[src/rtl/core/eeseq_pkg.sv]
package eeseq_pkg;

  localparam int unsigned InDataW  = 200;
  localparam int unsigned OutDataW = 184;
  localparam int unsigned NumSlots = 5;
  localparam int unsigned SlotIdxW = 3;
  localparam int unsigned VbrW     = 32;

  localparam logic [15:0] SrValid = 16'hF71F;
  localparam logic [15:0] SrTrace = 16'hC000;
  localparam int unsigned SrSBit  = 13;
  localparam int unsigned SrMBit  = 12;

  localparam logic [7:0] IackSpurious = 8'h00;
  localparam logic [7:0] IackAuto     = 8'hFF;
  localparam logic [7:0] VecSpurious  = 8'd24;
  localparam logic [7:0] VecIntLo     = 8'd25;
  localparam logic [7:0] VecIntHi     = 8'd31;

  typedef enum logic [1:0] {
    CMD_EXC   = 2'd0,
    CMD_IRQ   = 2'd1,
    CMD_VDATA = 2'd2,
    CMD_NONE  = 2'd3
  } cmd_e;

  typedef enum logic [2:0] {
    KIND_WR_WORD  = 3'd0,
    KIND_WR_LONG  = 3'd1,
    KIND_VREAD    = 3'd2,
    KIND_ENTERED  = 3'd3,
    KIND_HALTED   = 3'd4,
    KIND_NOT_TAKEN = 3'd5
  } kind_e;

  typedef enum logic [1:0] {
    SP_NONE = 2'd0,
    SP_USP  = 2'd1,
    SP_MSP  = 2'd2
  } sp_kind_e;

  typedef struct packed {
    logic [1:0]  cmd;
    logic [7:0]  vector;
    logic [15:0] status_reg;
    logic [31:0] cur_pc;
    logic [31:0] next_pc;
    logic [31:0] cur_a7;
    logic [31:0] int_stack_ptr;
    logic [2:0]  pending_level;
    logic [7:0]  iack_vector;
    logic        iack_present;
    logic [31:0] read_data;
    logic        bus_error;
  } item_t;

  typedef struct packed {
    logic        awaiting;
    logic        halted;
    logic [15:0] held_sr;
    logic [31:0] held_a7;
    logic [1:0]  held_sp_kind;
    logic [31:0] held_sp_value;
  } seq_state_t;

  typedef struct packed {
    kind_e       kind;
    logic [31:0] addr;
    logic [31:0] data;
  } slot_t;

  typedef struct packed {
    logic [SlotIdxW-1:0]      cnt;
    slot_t [NumSlots-1:0]     slot;
    logic [15:0]              new_sr;
    logic [31:0]              new_a7;
    logic [1:0]               sp_kind;
    logic [31:0]              sp_value;
    logic [31:0]              handler_pc;
  } frame_t;

endpackage

[src/rtl/core/eeseq_decode.sv]
module eeseq_decode import eeseq_pkg::*; (
  input  item_t      item_i,
  input  seq_state_t state_i,
  input  logic [31:0] vbr_i,
  output frame_t     frame_o,
  output seq_state_t state_o
);

  logic [7:0]  vec;
  logic        is_int;
  logic        not_taken;
  logic [15:0] sr_now;
  logic [15:0] nsr;
  logic        fmt2;
  logic [31:0] ret_pc;
  logic [15:0] fword;
  logic [31:0] base;
  logic [31:0] top;
  logic [1:0]  sp_kind;
  logic [31:0] sp_value;
  logic [7:0]  ack;
  slot_t       rest [4];

  // vector and interrupt class
  always_comb begin
    ack       = item_i.iack_present ? item_i.iack_vector : IackAuto;
    not_taken = 1'b0;
    vec       = item_i.vector;
    is_int    = (item_i.vector >= VecIntLo) && (item_i.vector <= VecIntHi);
    sr_now    = item_i.status_reg;
    if (item_i.cmd == CMD_IRQ) begin
      is_int    = 1'b1;
      not_taken = (item_i.pending_level == 3'd0) ||
                  (item_i.pending_level <= item_i.status_reg[10:8]);
      sr_now    = {item_i.status_reg[15:11], item_i.pending_level, item_i.status_reg[7:0]};
      if (ack == IackSpurious) begin
        vec = VecSpurious;
      end else if (ack == IackAuto) begin
        vec = VecSpurious + {5'd0, item_i.pending_level};
      end else begin
        vec = ack;
      end
    end
  end

  // new sr, stack switch and frame layout
  always_comb begin
    nsr = (sr_now | (16'd1 << SrSBit)) & ~SrTrace;
    if (is_int) begin
      nsr[SrMBit] = 1'b0;
    end
    nsr = nsr & SrValid;

    sp_kind  = SP_NONE;
    sp_value = '0;
    base     = item_i.cur_a7;
    if (!item_i.status_reg[SrSBit]) begin
      sp_kind  = SP_USP;
      sp_value = item_i.cur_a7;
      base     = item_i.int_stack_ptr;
    end else if (is_int && item_i.status_reg[SrMBit]) begin
      sp_kind  = SP_MSP;
      sp_value = item_i.cur_a7;
      base     = item_i.int_stack_ptr;
    end

    fmt2 = (vec == 8'd4) || (vec == 8'd6) || (vec == 8'd7) ||
           (vec == 8'd8) || (vec == 8'd10) || (vec == 8'd11);
    ret_pc = ((vec == 8'd6) || (vec == 8'd7)) ? item_i.next_pc : item_i.cur_pc;
    fword  = {2'b00, fmt2, 3'b000, vec, 2'b00};
    top    = fmt2 ? (base - 32'd4) : base;

    rest[0] = '{kind: KIND_WR_WORD, addr: top - 32'd2, data: {16'd0, item_i.status_reg}};
    rest[1] = '{kind: KIND_WR_LONG, addr: top - 32'd6, data: ret_pc};
    rest[2] = '{kind: KIND_WR_WORD, addr: top - 32'd8, data: {16'd0, fword}};
    rest[3] = '{kind: KIND_VREAD, addr: vbr_i + {22'd0, vec, 2'b00}, data: 32'd0};
  end

  always_comb begin
    frame_o = '0;
    state_o = state_i;
    unique case (item_i.cmd)
      CMD_NONE: begin
        frame_o.cnt = '0;
      end
      CMD_EXC, CMD_IRQ: begin
        if (state_i.halted) begin
          frame_o.cnt          = SlotIdxW'(1);
          frame_o.slot[0].kind = KIND_HALTED;
        end else if (not_taken) begin
          frame_o.cnt          = SlotIdxW'(1);
          frame_o.slot[0].kind = KIND_NOT_TAKEN;
        end else begin
          if (fmt2) begin
            frame_o.cnt     = SlotIdxW'(5);
            frame_o.slot[0] = '{kind: KIND_WR_LONG, addr: top, data: item_i.cur_pc};
            frame_o.slot[1] = rest[0];
            frame_o.slot[2] = rest[1];
            frame_o.slot[3] = rest[2];
            frame_o.slot[4] = rest[3];
          end else begin
            frame_o.cnt     = SlotIdxW'(4);
            frame_o.slot[0] = rest[0];
            frame_o.slot[1] = rest[1];
            frame_o.slot[2] = rest[2];
            frame_o.slot[3] = rest[3];
          end
          state_o.awaiting      = 1'b1;
          state_o.held_sr       = nsr;
          state_o.held_a7       = top - 32'd8;
          state_o.held_sp_kind  = sp_kind;
          state_o.held_sp_value = sp_value;
        end
      end
      CMD_VDATA: begin
        if (state_i.halted) begin
          frame_o.cnt          = SlotIdxW'(1);
          frame_o.slot[0].kind = KIND_HALTED;
        end else if (state_i.awaiting) begin
          state_o.awaiting = 1'b0;
          frame_o.cnt      = SlotIdxW'(1);
          if (item_i.bus_error) begin
            state_o.halted       = 1'b1;
            frame_o.slot[0].kind = KIND_HALTED;
          end else begin
            frame_o.slot[0].kind = KIND_ENTERED;
            frame_o.new_sr       = state_i.held_sr;
            frame_o.new_a7       = state_i.held_a7;
            frame_o.sp_kind      = state_i.held_sp_kind;
            frame_o.sp_value     = state_i.held_sp_value;
            frame_o.handler_pc   = item_i.read_data;
          end
        end
      end
      default: begin
        frame_o.cnt = '0;
      end
    endcase
  end

endmodule

[src/rtl/core/eeseq_emit.sv]
module eeseq_emit import eeseq_pkg::*; (
  input  logic                clk_i,
  input  logic                rst_ni,
  input  logic                load_i,
  input  frame_t              frame_i,
  output logic                free_o,
  output logic                valid_o,
  input  logic                ready_i,
  output logic [2:0]          kind_o,
  output logic                last_o,
  output logic [OutDataW-1:0] data_o
);

  frame_t              frame_q;
  logic                busy_q;
  logic [SlotIdxW-1:0] idx_q;
  slot_t               cur;
  logic                fire;

  assign cur     = frame_q.slot[idx_q];
  assign last_o  = (idx_q == frame_q.cnt - SlotIdxW'(1));
  assign valid_o = busy_q;
  assign kind_o  = cur.kind;
  assign fire    = busy_q && ready_i;
  assign free_o  = !busy_q || (fire && last_o);

  // address, write_data, new_sr, new_a7, saved_sp_kind, saved_sp_value, handler_pc
  assign data_o = {6'd0, frame_q.handler_pc, frame_q.sp_value, frame_q.sp_kind,
                   frame_q.new_a7, frame_q.new_sr, cur.data, cur.addr};

  always_ff @(posedge clk_i or negedge rst_ni) begin
    if (!rst_ni) begin
      busy_q <= 1'b0;
      idx_q  <= '0;
    end else if (load_i) begin
      busy_q <= (frame_i.cnt != '0);
      idx_q  <= '0;
    end else if (fire) begin
      if (last_o) begin
        busy_q <= 1'b0;
      end else begin
        idx_q <= idx_q + SlotIdxW'(1);
      end
    end
  end

  always_ff @(posedge clk_i) begin
    if (load_i) begin
      frame_q <= frame_i;
    end
  end

endmodule

[src/rtl/core/exception_entry_sequencer.sv]
// timing: a request waits in the input register until the result register is free,
// then loads there; the frame streams one result a cycle while m_axis_tready is high
// results: 4 or 5 for an entry, 1 for a halt, not-taken or vector fetch, else none;
// requests with no result pass at one per cycle while the result register is free
// reset: async active low, clears vbr, the pending-entry and halt state and both stages
module exception_entry_sequencer import eeseq_pkg::*; (
  input  logic                clk_i,
  input  logic                rst_ni,
  // vbr write port
  input  logic                cfg_we_i,
  input  logic [VbrW-1:0]     cfg_wdata_i,
  // request stream
  input  logic                s_axis_tvalid,
  output logic                s_axis_tready,
  // vector, status_reg, cur_pc, next_pc, cur_a7, int_stack_ptr, pending_level,
  // iack_vector, iack_present, read_data, bus_error, pad
  input  logic [InDataW-1:0]  s_axis_tdata,
  // cmd
  input  logic [1:0]          s_axis_tuser,
  // result stream
  output logic                m_axis_tvalid,
  input  logic                m_axis_tready,
  // address, write_data, new_sr, new_a7, saved_sp_kind, saved_sp_value,
  // handler_pc, pad
  output logic [OutDataW-1:0] m_axis_tdata,
  // kind
  output logic [2:0]          m_axis_tuser,
  output logic                m_axis_tlast
);

  logic [VbrW-1:0] vbr_q;
  item_t           item_q;
  logic            in_vld_q;
  seq_state_t      state_q;
  seq_state_t      state_d;
  frame_t          frame;
  logic            emit_free;
  logic            take;
  logic            accept;

  // the decode stage hands its request to the output side only when the result
  // register is empty or its last result leaves this cycle
  assign take          = in_vld_q && emit_free;
  assign s_axis_tready = !in_vld_q || take;
  assign accept        = s_axis_tvalid && s_axis_tready;

  // vector base register
  always_ff @(posedge clk_i or negedge rst_ni) begin
    if (!rst_ni) begin
      vbr_q <= '0;
    end else if (cfg_we_i) begin
      vbr_q <= cfg_wdata_i;
    end
  end

  // input register
  always_ff @(posedge clk_i or negedge rst_ni) begin
    if (!rst_ni) begin
      in_vld_q <= 1'b0;
    end else if (accept) begin
      in_vld_q <= 1'b1;
    end else if (take) begin
      in_vld_q <= 1'b0;
    end
  end

  always_ff @(posedge clk_i) begin
    if (accept) begin
      item_q.cmd           <= s_axis_tuser;
      item_q.vector        <= s_axis_tdata[7:0];
      item_q.status_reg    <= s_axis_tdata[23:8];
      item_q.cur_pc        <= s_axis_tdata[55:24];
      item_q.next_pc       <= s_axis_tdata[87:56];
      item_q.cur_a7        <= s_axis_tdata[119:88];
      item_q.int_stack_ptr <= s_axis_tdata[151:120];
      item_q.pending_level <= s_axis_tdata[154:152];
      item_q.iack_vector   <= s_axis_tdata[162:155];
      item_q.iack_present  <= s_axis_tdata[163];
      item_q.read_data     <= s_axis_tdata[195:164];
      item_q.bus_error     <= s_axis_tdata[196];
    end
  end

  // entry state: pending vector fetch, halt, and the entry outcome held for cmd 2
  always_ff @(posedge clk_i or negedge rst_ni) begin
    if (!rst_ni) begin
      state_q <= '0;
    end else if (take) begin
      state_q <= state_d;
    end
  end

  // one pass: mask test, vector pick, new sr, stack switch, frame addresses
  eeseq_decode u_decode (
    .item_i  (item_q),
    .state_i (state_q),
    .vbr_i   (vbr_q),
    .frame_o (frame),
    .state_o (state_d)
  );

  // result register, streams the frame one bus request per cycle while m_axis_tready is high
  eeseq_emit u_emit (
    .clk_i   (clk_i),
    .rst_ni  (rst_ni),
    .load_i  (take),
    .frame_i (frame),
    .free_o  (emit_free),
    .valid_o (m_axis_tvalid),
    .ready_i (m_axis_tready),
    .kind_o  (m_axis_tuser),
    .last_o  (m_axis_tlast),
    .data_o  (m_axis_tdata)
  );

endmodule

[config.mk]
export PLATFORM = sky130hd
export DESIGN_NAME = exception_entry_sequencer
export DESIGN_NICKNAME = d
export VERILOG_FILES = /design/src/rtl/core/eeseq_pkg.sv /design/src/rtl/core/eeseq_decode.sv /design/src/rtl/core/eeseq_emit.sv /design/src/rtl/core/exception_entry_sequencer.sv
export SDC_FILE = /design/constraint.sdc
export NUM_CORES = 1
export LEC_CHECK = 0
export BUFFER_PORTS_ARGS = -buffer_cell sky130_fd_sc_hd__clkbuf_2
export CAP_MARGIN = 40
export CORE_ASPECT_RATIO = 0.9
export CORE_MARGIN = 5
export CORE_UTILIZATION = 47
export DETAILED_ROUTE_END_ITERATION = 8
export PLACE_DENSITY = 0.67
export SYNTH_ARGS = -nofsm -noshare
export SYNTH_HDL_FRONTEND = slang
export SYNTH_SLANG_ARGS = --single-unit
[constraint.sdc]
create_clock -name clk_i -period 32.2 [get_ports clk_i]
set_input_delay 1.61 -clock clk_i [delete_from_list [all_inputs] [get_ports clk_i]]
set_output_delay 1.61 -clock clk_i [all_outputs]
set_load 0.1 [all_outputs]
==> impl_summary.txt <==
----------------------------------------------------
[Timing]
  Post-Route Skew ... roughly 0.029 ns
  Total count of max-transition violations in the final report ... 0
  Final Hold Violating Endpoints ... 0
  Setup violation total in the final timing report ... 0
  Transition at the pin with the smallest max-transition slack ... ~1.3 ns
  Time the final worst path needs with I/O delays and setup ... a little over 7 ns
  Summed negative setup slack over all endpoints ... 0 ns
  Final setup margin ... roughly 25 ns
  Fin crit share ... between 20 and 25%
  Highest achievable clock rate ... 142 MHz
  Setup repair after global routing missed its margin ... no
  Max-slew headroom ... 11.1%

[Clock tree]
  Post-cts sizing count ... 0
  TritonCTS clock tree ... yes
  Depth of the CTS H-tree ... 3
  Count of hold-fix buffers inserted at cts ... 0
  Clock root buffer ... sky130_fd_sc_hd__clkbuf_16
  Clock sinks ... between 600 and 700
  Number of buffers created by CTS ... 75
  Maximum buffer depth of the clock tree ... 3
  Clock insertion delay at the later pin of the skew report ... roughly 0.63 ns
  Clock transition at path regs ... ~0.06 ns
  Post CTS Setup Buffer Count ... 0

[Critical path]
  Startpoint of the worst-slack reg-to-reg timing path ... item_q[185]
  Category of the worst setup path launch point ... flop
  Crit. End Element ... flop
  First element of the critical path ... item_q[185]
  CP Data Arrival Time ... approximately 7.4 ns
  Critical setup path kind ... flop to flop
  Worst path required time ... between 30 and 40 ns
  Critical path peak fanout ... 24

[Yosys]
  Async SR Flop Fraction ... 16.6%
  Commonest cells in the synthesized netlist ... sky130_fd_sc_hd__edfxtp_1 (576), sky130_fd_sc_hd__nor2_1 (297), sky130_fd_sc_hd__nand2_1 (259)
  Register bit count reported by yosys ... around 690
  Post-synthesis cell area ... between 30000 and 40000 um2
  Most repeated cell in the gate-level netlist after synthesis ... sky130_fd_sc_hd__edfxtp_1
  Part of the Yosys area used for sequential elements ... about three fifths
  Leading cell types by total area after synthesis ... sky130_fd_sc_hd__edfxtp_1 (52%), sky130_fd_sc_hd__dfrtp_1 (8.6%), sky130_fd_sc_hd__mux2i_1 (3.4%)
  Count of warnings emitted by yosys ... 0
  Post-synth EDFFs ... between 500 and 600
  Cell variety after synth ... a little under 90
  Dominant cell type by area after synthesis ... sky130_fd_sc_hd__edfxtp_1
  Dominant synthesized flop cell ... sky130_fd_sc_hd__edfxtp_1
  Proportion of netlist area held by the largest area contributor ... about 52%
  Cell count after synthesis ... 2774
  Avg Cell Area, Syn ... 12.1 um2

[Final layout]
  Signed area change from the synthesized netlist to the final layout ... 14.5%
  Proportion of layout cells with a drive suffix above 1 ... a little under a quarter
  Post-layout nets ... roughly 3300

[Floorplanning]
  Initial standard-cell utilization of the core ... 47.1%
  Overall die height ... 263 um
  Floorplan die area ... between 70000 and 80000 um2
  Number of top-level pins ... 429
  Die W ... slightly below 300 um
  Total number of placement rows ... between 90 and 100
  Std-Cell Core Area ... 71200 um2

[Place]
  Routability Congestion ... 0.901
  HPWL Detailed ... slightly below 70000 um
  Number of I/O port buffers ... approximately 410
  Place WS ... approximately 25 ns

[Min path]
  Hold Crit Class ... flop to flop
  Worst hold start ... state_q[79]

[Drt]
  Antenna Violating Nets Remaining ... 0
  Via count ... ~23000
  Average routed wire per standard cell ... roughly 24 um
  Violation count after the first detailed-route iteration ... 2000
  Number of search-and-repair iterations in the first detailed-routing pass ... 7
  DRC ... 0
  Wire length after detailed routing ... roughly 100000 um
  Vias/cell ... ~5.7

[Global route]
  Maximum number of pins on one net before global-route repair ... around 190
  Wire length of the first global-routing pass ... roughly 150000 um
  Via count of the first global-routing pass ... 23300
  Initial antenna violation count ... 10
  Aggregate global-route resource usage ... between 20% and 30%
  Global route overflow ... 0

[Power and ir drop]
  Post-route total power ... between 3 and 4 mW
  Power density of the placed cells ... about 100 nW/um2
  Leakage power ... approximately 15 nW
  Max rail drop VDD ... ~0.00013 V

[Status]
  Result of the run ... finished clean

[Flow run]
  MaxCap Viol Count ... 0

----------------------------------------------------
-- final cells by class --
type,instances,area [um2]
diodes,10,25.0
clock buffers,96,1990
clock inverters,43,520
fillers,6070,32800
inverters,31,124
multi-input cells,1777,11800
flip-flops and latches,691,20200
well taps,950,1190
repair buffers,472,2610
-- critical path: stages (launching register included) --
cell,delay [ns]
sky130_fd_sc_hd__edfxtp_1,0.58
sky130_fd_sc_hd__nand3b_1,0.30
sky130_fd_sc_hd__nand2_1,0.09
sky130_fd_sc_hd__buf_4,0.26
sky130_fd_sc_hd__nor2_4,0.24
sky130_fd_sc_hd__mux2i_1,0.65
sky130_fd_sc_hd__ha_1,0.63
sky130_fd_sc_hd__or4b_2,0.65
sky130_fd_sc_hd__nor4_1,0.50
sky130_fd_sc_hd__a21oi_1,0.27
sky130_fd_sc_hd__or4_4,0.58
sky130_fd_sc_hd__xor2_1,0.26
sky130_fd_sc_hd__nor3_2,0.30
sky130_fd_sc_hd__nor4b_1,0.71
sky130_fd_sc_hd__nand3_1,0.18
sky130_fd_sc_hd__xnor2_1,0.39
sky130_fd_sc_hd__o22ai_1,0.15
-- final timing paths --
path	endpoint	slack, ns	cells after the start
hold / removal	state_q[79]	0.46	1
setup reg to reg	u_emit.frame_q[373]	25.16	16
max in group asynchronous	vbr_q[26]	29.91	2
hold reg to reg	state_q[79]	0.46	1
setup / recovery	u_emit.frame_q[373]	25.16	16
min in group asynchronous	state_q[9]	0.95	1
-- kinds of logic (layout without fill, tap and decap cells) --
kind of cell	count (synthesis)	in the layout	synth area share, %
AOI/OAI and AO/OA	416	416	8.07
xor gates and xnor gates	152	152	4.01
adders and majority gates	18	18	0.694
buffers and inverters	321	642	5.15
DFF	691	691	60.1
muxes	203	203	7.73
other	1	26	0.0112
and+or+nand+nor	972	972	14.2
-- power by group --
group | switching, mW | total [mW] | internal [mW]
logic | 1.34 | 1.68 | 0.341
clock network | 0.366 | 0.881 | 0.515
registers | 0.104 | 1.37 | 1.27
total | 1.81 | 3.93 | 2.13
-- flip-flops by register name, summed over array words and instances, names as in the netlist --
signal and flops:
in_vld_q 1, item_q 199, state_q 78, u_emit.data_o 108
u_emit.frame_q 269, u_emit.idx_q 3, u_emit.valid_o 1, vbr_q 32
-- routing by layer --
layer	vias to the layer above	share of wire (%)	global-route usage [%]
met5	-	0	0
met4	0	3.1	8.71
met3	160	6.5	3.80
met2	908	49	40.3
met1	11600	41	33.1
li1	10500	-	-
-- per-stage QoR --
stage	hold WS, ns	instance area [um2]	util [%]	instances
after floorplan	0.425	33600	-	2789
after global placement	0.442	35700	50.1	3908
after detailed placement	0.445	35900	50.4	3919
after CTS	0.463	38400	53.9	4058
after global routing	0.477	38400	54.0	4070
final	0.462	38400	54.0	4070
-- cells in the final DEF (no fill, tap or decap), drive strengths merged, types with 9 or more instances in the layout --
master  instances
diode          10
mux2           48
mux4           40
nor4           49
and3           39
nand2         259
clkbuf        509
xor2           63
or2            11
clkinv         28
a21o           13
nand4          24
mux2i         115
o22ai          19
ha             17
a211oi         28
edfxtp        576
conb           16
nor2          299
o21ai         115
buf            57
dfrtp         115
or4             9
xnor2          89
a31oi           9
a21oi         110
or3            16
o31ai          14
nand3          50
bufinv          9
nor3           42
and2          129
a22o           31
inv            34
nand2b         13
(Power assumes the default switching activity.)
